===== src/rtl/tcre_pkg.sv =====
// Shared types, constants and register map of the touch contact report engine.
`timescale 1ns / 1ps

package tcre_pkg;

  localparam int MAX_FINGERS  = 10;
  localparam int FINGER_IDX_W = 4;
  localparam int COUNT_W      = 4;
  localparam int POS_W        = 16;
  localparam int CFG_IDX_W    = 3;
  localparam int CFG_DATA_W   = 16;
  localparam int NUM_SLOTS    = 3;

  localparam logic [COUNT_W-1:0] COUNT_MAX = 4'd15;

  // Register map
  localparam logic [CFG_IDX_W-1:0] REG_SWAP_XY     = 3'd0;
  localparam logic [CFG_IDX_W-1:0] REG_FLIP_X      = 3'd1;
  localparam logic [CFG_IDX_W-1:0] REG_FLIP_Y      = 3'd2;
  localparam logic [CFG_IDX_W-1:0] REG_MAX_X       = 3'd3;
  localparam logic [CFG_IDX_W-1:0] REG_MAX_Y       = 3'd4;
  localparam logic [CFG_IDX_W-1:0] REG_ABS_ENABLED = 3'd5;
  localparam logic [CFG_IDX_W-1:0] REG_REL_ENABLED = 3'd6;

  localparam logic [POS_W-1:0] MAX_POS_RESET = 16'd4095;

  // 2-bit finger states in the status byte
  localparam logic [1:0] ST_NONE       = 2'd0;
  localparam logic [1:0] ST_PRESENT    = 2'd1;
  localparam logic [1:0] ST_INACCURATE = 2'd2;
  localparam logic [1:0] ST_RESERVED   = 2'd3;

  typedef enum logic [1:0] {
    KIND_CONTACT = 2'd0,
    KIND_MOTION  = 2'd1,
    KIND_SUMMARY = 2'd2
  } kind_t;

  typedef struct packed {
    logic             swap_xy;
    logic             flip_x;
    logic             flip_y;
    logic [POS_W-1:0] max_x;
    logic [POS_W-1:0] max_y;
    logic             abs_enabled;
    logic             rel_enabled;
  } cfg_t;

  typedef struct packed {
    kind_t                   kind;
    logic [FINGER_IDX_W-1:0] tracking_id;
    logic [POS_W-1:0]        pos_x;
    logic [POS_W-1:0]        pos_y;
    logic [7:0]              pressure;
    logic [3:0]              width_major;
    logic [3:0]              width_minor;
    logic                    orientation;
    logic signed [7:0]       rel_x;
    logic signed [7:0]       rel_y;
    logic [COUNT_W-1:0]      touch_count;
  } result_t;

  // Tracker and counter update produced by one finger slot
  typedef struct packed {
    logic                    trk_we;
    logic [FINGER_IDX_W-1:0] trk_idx;
    logic [1:0]              trk_state;
    logic [COUNT_W-1:0]      count_next;
  } upd_t;

endpackage


===== src/rtl/tcre_cfg.sv =====
// Configuration register file of the touch contact report engine.
`timescale 1ns / 1ps

module tcre_cfg
  import tcre_pkg::*;
(
  input  logic                  clk,
  input  logic                  rst,
  input  logic                  cfg_wr_en,
  input  logic [CFG_IDX_W-1:0]  cfg_index,
  input  logic [CFG_DATA_W-1:0] cfg_data,
  output cfg_t                  cfg
);

  always_ff @(posedge clk) begin
    if (rst) begin
      cfg.swap_xy     <= 1'b0;
      cfg.flip_x      <= 1'b0;
      cfg.flip_y      <= 1'b0;
      cfg.max_x       <= MAX_POS_RESET;
      cfg.max_y       <= MAX_POS_RESET;
      cfg.abs_enabled <= 1'b1;
      cfg.rel_enabled <= 1'b0;
    end else if (cfg_wr_en) begin
      case (cfg_index)
        REG_SWAP_XY:     cfg.swap_xy     <= cfg_data[0];
        REG_FLIP_X:      cfg.flip_x      <= cfg_data[0];
        REG_FLIP_Y:      cfg.flip_y      <= cfg_data[0];
        REG_MAX_X:       cfg.max_x       <= cfg_data[POS_W-1:0];
        REG_MAX_Y:       cfg.max_y       <= cfg_data[POS_W-1:0];
        REG_ABS_ENABLED: cfg.abs_enabled <= cfg_data[0];
        REG_REL_ENABLED: cfg.rel_enabled <= cfg_data[0];
        default: ;
      endcase
    end
  end

endmodule


===== src/rtl/tcre_report.sv =====
// Per-slot decode: builds contact, motion and summary results and the tracker update.
`timescale 1ns / 1ps

module tcre_report
  import tcre_pkg::*;
(
  input  cfg_t                    cfg,
  input  logic [FINGER_IDX_W-1:0] finger_index,
  input  logic [7:0]              status_byte,
  input  logic [7:0]              x_high,
  input  logic [7:0]              y_high,
  input  logic [3:0]              x_low,
  input  logic [3:0]              y_low,
  input  logic [3:0]              width_x,
  input  logic [3:0]              width_y,
  input  logic [7:0]              pressure,
  input  logic signed [7:0]       delta_x,
  input  logic signed [7:0]       delta_y,
  input  logic                    last_finger,
  input  logic [1:0]              tracked_state,
  input  logic [COUNT_W-1:0]      pressed_count,
  output result_t                 res [NUM_SLOTS],
  output logic [NUM_SLOTS-1:0]    res_valid,
  output upd_t                    upd
);

  logic [1:0]         st;
  logic               in_range;
  logic               reserved;
  logic               pressed;
  logic [1:0]         prev;
  logic [COUNT_W-1:0] count_inc;
  logic [POS_W-1:0]   x_raw, y_raw, x_sw, y_sw;
  logic [3:0]         wx_sw, wy_sw;
  logic               contact_v, motion_v, summary_v;
  result_t            contact, motion, summary;

  always_comb begin
    case (finger_index[1:0])
      2'd0:    st = status_byte[1:0];
      2'd1:    st = status_byte[3:2];
      2'd2:    st = status_byte[5:4];
      default: st = status_byte[7:6];
    endcase
  end

  assign in_range = finger_index < FINGER_IDX_W'(MAX_FINGERS);
  assign reserved = (st == ST_RESERVED);
  assign pressed  = (st == ST_PRESENT) || (st == ST_INACCURATE);
  assign prev     = in_range ? tracked_state : ST_NONE;

  assign count_inc = (!reserved && pressed && pressed_count < COUNT_MAX) ?
                     pressed_count + COUNT_W'(1) : pressed_count;

  assign x_raw = {4'd0, x_high, x_low};
  assign y_raw = {4'd0, y_high, y_low};
  assign x_sw  = cfg.swap_xy ? y_raw : x_raw;
  assign y_sw  = cfg.swap_xy ? x_raw : y_raw;
  assign wx_sw = cfg.swap_xy ? width_y : width_x;
  assign wy_sw = cfg.swap_xy ? width_x : width_y;

  // Contact report; a release keeps only the tracking id
  always_comb begin
    contact             = '0;
    contact.kind        = KIND_CONTACT;
    contact.tracking_id = finger_index;
    if (st != ST_NONE) begin
      contact.pressure    = pressure;
      contact.width_major = (width_x > width_y) ? width_x : width_y;
      contact.width_minor = (width_x > width_y) ? width_y : width_x;
      contact.orientation = wx_sw > wy_sw;
      if (cfg.flip_x) contact.pos_x = (cfg.max_x >= x_sw) ? cfg.max_x - x_sw : '0;
      else            contact.pos_x = x_sw;
      if (cfg.flip_y) contact.pos_y = (cfg.max_y >= y_sw) ? cfg.max_y - y_sw : '0;
      else            contact.pos_y = y_sw;
    end
  end

  always_comb begin
    motion       = '0;
    motion.kind  = KIND_MOTION;
    motion.rel_x = cfg.swap_xy ? delta_y : delta_x;
    motion.rel_y = cfg.swap_xy ? delta_x : delta_y;
  end

  always_comb begin
    summary             = '0;
    summary.kind        = KIND_SUMMARY;
    summary.touch_count = count_inc;
  end

  assign contact_v = !reserved && cfg.abs_enabled && (prev != ST_NONE || st != ST_NONE);
  assign motion_v  = !reserved && cfg.rel_enabled && (delta_x != 8'sd0 || delta_y != 8'sd0);
  assign summary_v = last_finger;

  // Pack valid results to the front, in contact, motion, summary order
  always_comb begin
    res[0]    = summary;
    res[1]    = summary;
    res[2]    = summary;
    res_valid = '0;
    case ({contact_v, motion_v})
      2'b11: begin
        res[0]    = contact;
        res[1]    = motion;
        res_valid = {summary_v, 2'b11};
      end
      2'b10: begin
        res[0]    = contact;
        res_valid = {1'b0, summary_v, 1'b1};
      end
      2'b01: begin
        res[0]    = motion;
        res_valid = {1'b0, summary_v, 1'b1};
      end
      default: begin
        res_valid = {2'b00, summary_v};
      end
    endcase
  end

  assign upd.trk_we     = !reserved && cfg.abs_enabled && in_range;
  assign upd.trk_idx    = finger_index;
  assign upd.trk_state  = st;
  assign upd.count_next = last_finger ? '0 : count_inc;

endmodule


===== src/rtl/tcre_emit.sv =====
// Result holding register and output register; sends one result per cycle while out_ready is high.
`timescale 1ns / 1ps

module tcre_emit
  import tcre_pkg::*;
(
  input  logic                 clk,
  input  logic                 rst,
  input  logic                 in_xfer,
  input  result_t              new_res [NUM_SLOTS],
  input  logic [NUM_SLOTS-1:0] new_valid,
  output logic                 can_take,
  output logic                 out_valid,
  input  logic                 out_ready,
  output result_t              out_res,
  output logic                 out_last
);

  result_t              pend_res [NUM_SLOTS];
  logic [NUM_SLOTS-1:0] pend_valid;
  logic [NUM_SLOTS-1:0] rest;
  result_t              sel;
  logic                 out_free;
  logic                 move;
  logic                 pend_one;

  always_comb begin
    if (pend_valid[0]) begin
      sel  = pend_res[0];
      rest = {pend_valid[2:1], 1'b0};
    end else if (pend_valid[1]) begin
      sel  = pend_res[1];
      rest = {pend_valid[2], 2'b00};
    end else begin
      sel  = pend_res[2];
      rest = '0;
    end
  end

  assign out_free = !out_valid || out_ready;
  assign move     = out_free && (pend_valid != '0);
  assign pend_one = (pend_valid == 3'b001) || (pend_valid == 3'b010) ||
                    (pend_valid == 3'b100);
  // Take a new slot when the holding register is empty or drains this cycle
  assign can_take = (pend_valid == '0) || (out_free && pend_one);

  always_ff @(posedge clk) begin
    if (rst) begin
      pend_valid <= '0;
      out_valid  <= 1'b0;
    end else begin
      if (in_xfer) pend_valid <= new_valid;
      else if (move) pend_valid <= rest;
      if (move) out_valid <= 1'b1;
      else if (out_ready) out_valid <= 1'b0;
    end
  end

  always_ff @(posedge clk) begin
    if (in_xfer) pend_res <= new_res;
    if (move) begin
      out_res  <= sel;
      out_last <= (rest == '0);
    end
  end

  // A result that is not the last of its slot has its successor waiting
  a_more_pending: assert property (@(posedge clk) disable iff (rst)
    out_valid && out_ready && !out_last |-> pend_valid != '0)
    else $error("non-final result transferred with nothing pending");

  // The frame summary always closes its slot's results
  a_summary_last: assert property (@(posedge clk) disable iff (rst)
    out_valid && out_res.kind == KIND_SUMMARY |-> out_last)
    else $error("summary result not marked last");

  // A new slot never overwrites a pending result that has not moved out
  a_no_overwrite: assert property (@(posedge clk) disable iff (rst)
    in_xfer |-> $countones(pend_valid) <= 1 && (pend_valid == '0 || move))
    else $error("pending results overwritten");

endmodule


===== src/rtl/touch_contact_report_engine_unit.sv =====
// Flow: a transferred slot's results wait in the holding register, move to the
// output register while it is free, and transfer out from there.
// Rate: one result per cycle from the output register while out_ready is high;
// a slot gives at most 3 results, and the next slot is taken as
// the last result of the current one moves to the output register.
// Reset (synchronous): clears the finger tracker, the frame count, all valid flags,
// and loads the register defaults; no clearing pass is needed.
`timescale 1ns / 1ps

module touch_contact_report_engine_unit
  import tcre_pkg::*;
(
  input  logic                    clk,
  input  logic                    rst,
  input  logic                    cfg_wr_en,
  input  logic [CFG_IDX_W-1:0]    cfg_index,
  input  logic [CFG_DATA_W-1:0]   cfg_data,
  input  logic                    in_valid,
  output logic                    in_ready,
  input  logic [FINGER_IDX_W-1:0] finger_index,
  input  logic [7:0]              status_byte,
  input  logic [7:0]              x_high,
  input  logic [7:0]              y_high,
  input  logic [3:0]              x_low,
  input  logic [3:0]              y_low,
  input  logic [3:0]              width_x,
  input  logic [3:0]              width_y,
  input  logic [7:0]              pressure,
  input  logic signed [7:0]       delta_x,
  input  logic signed [7:0]       delta_y,
  input  logic                    last_finger,
  output logic                    out_valid,
  input  logic                    out_ready,
  output logic [1:0]              report_kind,
  output logic [FINGER_IDX_W-1:0] tracking_id,
  output logic [POS_W-1:0]        pos_x,
  output logic [POS_W-1:0]        pos_y,
  output logic [7:0]              contact_pressure,
  output logic [3:0]              width_major,
  output logic [3:0]              width_minor,
  output logic                    orientation,
  output logic signed [7:0]       rel_x,
  output logic signed [7:0]       rel_y,
  output logic [COUNT_W-1:0]      touch_count,
  output logic                    last_of_run
);

  cfg_t                 cfg;
  logic [1:0]           prior_state [MAX_FINGERS];
  logic [COUNT_W-1:0]   pressed_count;
  logic [1:0]           tracked_state;
  result_t              new_res [NUM_SLOTS];
  logic [NUM_SLOTS-1:0] new_valid;
  upd_t                 upd;
  logic                 in_xfer;
  logic                 can_take;
  result_t              out_res;

  tcre_cfg u_cfg (
    .clk       (clk),
    .rst       (rst),
    .cfg_wr_en (cfg_wr_en),
    .cfg_index (cfg_index),
    .cfg_data  (cfg_data),
    .cfg       (cfg)
  );

  // Out-of-range slots read ST_NONE here and are also masked inside the decode
  assign tracked_state = (finger_index < FINGER_IDX_W'(MAX_FINGERS)) ?
                         prior_state[finger_index] : ST_NONE;

  tcre_report u_report (
    .cfg           (cfg),
    .finger_index  (finger_index),
    .status_byte   (status_byte),
    .x_high        (x_high),
    .y_high        (y_high),
    .x_low         (x_low),
    .y_low         (y_low),
    .width_x       (width_x),
    .width_y       (width_y),
    .pressure      (pressure),
    .delta_x       (delta_x),
    .delta_y       (delta_y),
    .last_finger   (last_finger),
    .tracked_state (tracked_state),
    .pressed_count (pressed_count),
    .res           (new_res),
    .res_valid     (new_valid),
    .upd           (upd)
  );

  assign in_ready = can_take;
  assign in_xfer  = in_valid && in_ready;

  always_ff @(posedge clk) begin
    if (rst) begin
      pressed_count <= '0;
      for (int i = 0; i < MAX_FINGERS; i++) prior_state[i] <= ST_NONE;
    end else if (in_xfer) begin
      pressed_count <= upd.count_next;
      if (upd.trk_we) prior_state[upd.trk_idx] <= upd.trk_state;
    end
  end

  tcre_emit u_emit (
    .clk       (clk),
    .rst       (rst),
    .in_xfer   (in_xfer),
    .new_res   (new_res),
    .new_valid (new_valid),
    .can_take  (can_take),
    .out_valid (out_valid),
    .out_ready (out_ready),
    .out_res   (out_res),
    .out_last  (last_of_run)
  );

  assign report_kind      = out_res.kind;
  assign tracking_id      = out_res.tracking_id;
  assign pos_x            = out_res.pos_x;
  assign pos_y            = out_res.pos_y;
  assign contact_pressure = out_res.pressure;
  assign width_major      = out_res.width_major;
  assign width_minor      = out_res.width_minor;
  assign orientation      = out_res.orientation;
  assign rel_x            = out_res.rel_x;
  assign rel_y            = out_res.rel_y;
  assign touch_count      = out_res.touch_count;

endmodule

===== config.mk =====
export PLATFORM = sky130hd
export DESIGN_NAME = touch_contact_report_engine_unit
export DESIGN_NICKNAME = d
export VERILOG_FILES = /design/src/rtl/tcre_pkg.sv /design/src/rtl/tcre_cfg.sv /design/src/rtl/tcre_report.sv /design/src/rtl/tcre_emit.sv /design/src/rtl/touch_contact_report_engine_unit.sv
export SDC_FILE = /design/constraint.sdc
export NUM_CORES = 1
export LEC_CHECK = 0
export BUFFER_PORTS_ARGS = -buffer_cell sky130_fd_sc_hd__buf_2
export CAP_MARGIN = 20
export CORE_MARGIN = 2
export CORE_UTILIZATION = 52
export DETAILED_ROUTE_END_ITERATION = 7
export PLACE_DENSITY = 0.77
export SLEW_MARGIN = 40
export SYNTH_ARGS = -nofsm -noshare
export SYNTH_HDL_FRONTEND = slang
export SYNTH_SLANG_ARGS = --single-unit

===== constraint.sdc =====
create_clock -name clk -period 4.7 [get_ports clk]
set_input_delay 0.705 -clock clk [delete_from_list [all_inputs] [get_ports clk]]
set_output_delay 0.705 -clock clk [all_outputs]
set_load 0.01 [all_outputs]

# == After elaboration in Yosys (flattened, before gate mapping) ==
# Memories as Yosys holds them, arrays and structs flattened.
# Index checks and enable logic that the tools add are counted.
# totals
reg_bits,275
ram_bits,20
inputBits,93
output_inout_bits,78
elab_cells,149
n_memories,1
# memory_table
name,words,word_bits,read_ports,rd_ports_with_merged_regs,wr,line,source
prior_state,10,2,1,0,10,touch_contact_report_engine_unit.sv:49,logic [1:0] prior_state [MAX_FINGERS];
# op_classes
addsub,3
order_cmp,6
eq_ne,17
mux,37
n_reduce_logical,40
# op_table
op,n
75-bit 2-to-1 mux,3
75-bit one-hot mux with 2 select lines,1
16-bit 2-to-1 mux,4
49-bit 2-to-1 mux,1
16-bit >= comparator,2
16-bit subtractor,2
4-bit 2-to-1 mux,7
12-bit 2-to-1 mux,2
8-bit 2-to-1 mux,2
8-bit nonzero test,2
2-bit AND reduction,7
3-bit equality test (second input constant),4
3-bit 2-to-1 mux,4
2-bit equality test (second input constant),5
1-bit logical AND,10
3-bit by 2-bit equality test with 1-bit output (second input constant),3
3-bit zero test,3
1-bit 2-to-1 mux,9
4-bit greater-than comparator,2
4-bit less-than comparator (second input constant),2
2-bit nonzero test,4
1-bit logical OR,7
2-bit by 1-bit equality test with 1-bit output (second input constant),3
3-bit by 1-bit equality test with 1-bit output (second input constant),2
8 further kinds,12

# == Logic depth before layout (Yosys ltp) ==
# logic_depth
word_depth,12
mapped_depth,14
ltp_nobuf,12

# == By module ==
# Synthesis repeated with hierarchy kept, for this count alone.
# hier_totals
hier_cells,1406
area_unflattened_um2,17605.6
# modules_own_cells
module,n_inst,cells_each,area_each_um2,seq_area_each_um2
tcre_emit,1,576,10819.1,9118.7
tcre_report,1,572,4052.6,0.0
tcre_cfg,1,145,1500.2,740.7
touch_contact_report_engine_unit,1,113,1233.7,680.7

# == Worst setup path after synthesis ==
# OpenSTA, ideal clock, no wires.
# synth_timing
kind,input to register
startpoint,in out_ready
endpoint,reg u_emit.out_last (enable)
setup_time_ps,511
t_arrival_ps,4006
required_ps,4189
path_slack_ps,183
stages,2
n_path_buf,0
path_cell_list,nor2b_1 nor2_1
# synth_between
elab_chain_len,2
# synth_rtl
element,line,source
from (decl),touch_contact_report_engine_unit.sv:33,"input logic out_ready,"
1-bit logical OR,tcre_emit.sv:40,assign out_free = !out_valid || out_ready;
1-bit logical AND,tcre_emit.sv:41,assign move = out_free && (pend_valid != '0);
net u_emit.move,tcre_emit.sv:24,logic move;
to (signal assigned),tcre_emit.sv:63,out_last <= (rest == '0);
to (decl),tcre_emit.sv:16,output logic out_last
# The timed path passes the listed nets, and every way through them passes these cells.
# A chain may end at the register's enable or synchronous reset.

==> out/qor.txt <==
Status -> completed
Finished Core Util -> 61.3%
Vias -> 8249
Total power -> 5.29 mW
RSZ-0062 raised after global routing -> false
Post-DP Area -> 12900 um2
CTS Buffer Depth -> 3
Dpl ws -> 0.246 ns
Final instance area -> 13700 um2
Post-Synthesis Net Count -> 1122
Worst VDD drop -> 0.232 mV
Rows -> 55
Largest net degree at the start of global routing -> 84
Clk sinks -> 242
Final setup violation count -> 0
Clock root cell -> clkbuf_16
CTS tree -> done
Worst-Margin Slew -> 0.755 ns
Setup WS post-layout -> 0.731 ns
Startpoint types -> primary input
Number of synthesized flops with an enable pin -> 197
Syn Inst Count -> 990
Setup tns final -> 0 ns
Die width -> 154 um
Iteration-0 DRC count of the detailed router -> 678
Setup CP Type -> in -> reg
PortBufs -> 170
Worst hold stages -> 2
Synth cell types -> 73
Die area -> 23900 um2
All-Layer GR Usage -> 21.4%
Setup bufs post-CTS -> 0
Hold/Removal Path Class -> in -> reg
Final min period -> 3.97 ns
Max-slew violation count -> 0
Routed length per instance -> 17.9 um
R2r worst-path depth -> 10
Synth area leaders -> edfxtp_1, dfxtp_1, mux2i_1, ha_1, nor2_1
CP cell instances -> buf_2 -> mux4_2 -> ha_1 -> nor2b_1 -> buf_4 -> o21ai_0 -> inv_1 -> ha_1 -> nor2_2 -> nor3_4 -> nand2b_1 -> nand2b_1 -> o21ai_0
Top-count cell post-synth -> edfxtp_1
Max-slew headroom -> 49.5%
Drt first pass iters -> 5
Core box area -> 22400 um2
I/O pin cnt -> 171
Finished Layout Cells -> 1455
Seq/Total Area, Yosys -> 57.9%
Initial antenna violation count -> 0
Synth Warn # -> 0
Hold_buf cts -> 0
Total wire length -> 26000 um
Number of global-route vias before repair -> 7812
Routability cong. -> 0.895
Share of the synthesized area in the top cell type -> 50.3%
CP max FO -> 16
CP arrival -> 4.32 ns
Final period util -> 84.4%
GRT overflow -> 0
Placed Cells -> 1409
Critical Path RT -> 5.05 ns
Clock Latency Late Sink -> 0.52 ns
Antenna diode count -> 0
Initial Utilization -> 52.5%
Area Overhead vs Synth -> 16.8%
Htree depth -> 1
Count of nets after finishing -> 1284
Vias per inst -> 5.67
Cell taking the most area after synthesis -> edfxtp_1
Cell area after synthesis -> 11800 um2
Post-DP HPWL -> 18300 um
ANT nets after route -> 0
Lkg Pwr -> 5.34 nW
Worst stage delay on the critical path -> 0.59 ns
Drt drc -> 0
Max-cap violations -> 0
Top cells by count, synth -> edfxtp_1, nor2_1, and2_1, mux2i_1, nand2_1
Predominant post-synthesis flop cell -> edfxtp_1
CTS-repair resized insts -> 0
First-pass GRT wire length -> 40800 um
Final Hold Fails -> 0
Worst hold margin -> 0.407 ns
Crit. End Element -> register
Worst-path cell with the longest stage delay -> nor3_4
Synthesized area per cell -> 11.9 um2
Clock Skew -> 0.00821 ns
#FFs+latches synth -> 242
Share of layout cells above drive strength 1 -> 22.1%
CTS Buf Count -> 26
Power Dens Cells -> 384 nW/um2
Fmax -> 252 MHz
Clock-pin transition on the worst setup and hold timing paths -> 0.06 ns
Die height -> 154 um
FFs w/ async S/R, synth -> 0%
==> state kept, by name (all words and copies together), names as in the netlist <==
register           cells
pressed_count          4
prior_state           20
u_cfg.cfg             37
u_emit.out_last        1
u_emit.out_res        75
u_emit.out_valid       1
u_emit.pend_res      101
u_emit.pend_valid      3
==> path summary, 6_finish.rpt <==
check | start | endpoint | slack [ns]
setup / recovery | finger_index[0] | u_emit.pend_res[187] | 0.73
setup reg to reg | u_cfg.cfg[36] | u_emit.pend_res[199] | 1.16
hold reg to reg | u_cfg.cfg[18] | u_cfg.cfg[18] | 0.47
hold / removal | cfg_data[8] | u_cfg.cfg[10] | 0.41
==> layer usage <==
metal,share of wire (%),wire [um],global-route usage [%],vias to the layer above
met3,7.0,1810,3.31,36
met4,1.8,469,5.03,0
li1,-,-,-,3947
met2,47,12200,35.2,285
met1,44,11600,30.3,3981
met5,0,0,0,-
==> layout make-up <==
class                           count  area [um2]
Fill cell                        1766        8680
Sequential cell                   242        6820
Multi-Input combinational cell    664        4610
Timing Repair Buffer              180         968
Clock buffer                       33         698
Tap cell                          285         357
Clock inverter                     13         150
Inverter                           38         145
==> power breakdown <==
| part | total (mW) | switching [mW] | internal [mW] |
|---|---|---|---|
| Clock | 2.03 | 0.819 | 1.21 |
| Combinational | 0.720 | 0.439 | 0.281 |
| Sequential | 2.53 | 0.0496 | 2.48 |
| Total | 5.29 | 1.31 | 3.98 |
==> worst max-delay path: cells and delay by family <==
kind	cells	cell delay (ns)
and+or+nand+nor	5	1.66
adders and majority gates	2	0.59
buffers and inverters	3	0.55
muxes	1	0.55
AOI/OAI and AO/OA	2	0.26
==> cell families after synthesis <==
| kind of cell | Yosys count | synth area share [%] |
|---|---|---|
| and+or+nand+nor | 352 | 15.4 |
| DFF | 242 | 57.9 |
| AOI/OAI and AO/OA | 182 | 11.6 |
| buffers and inverters | 84 | 3.03 |
| muxes | 67 | 5.95 |
| adders and majority gates | 40 | 4.37 |
| xor gates and xnor gates | 23 | 1.71 |
==> layout by cell type, fill, tap and decap left out, types with 10 or more instances in the layout <==
cell and instances:
clkbuf_16 27, ha_1 37, o21ai_0 26, xor2_1 10
nor3_1 17, nor2b_1 27, nand3b_1 17, o22ai_1 14
and2_1 61, xnor2_1 13, nand4_1 11, a211o_1 14
a22o_1 17, edfxtp_1 197, nand2_1 61, nand2b_1 13
mux2i_1 61, buf_2 169, a21oi_1 41, dfxtp_1 43
inv_1 36, nor2_1 104
Note: power is estimated with default switching activity, not from simulation.
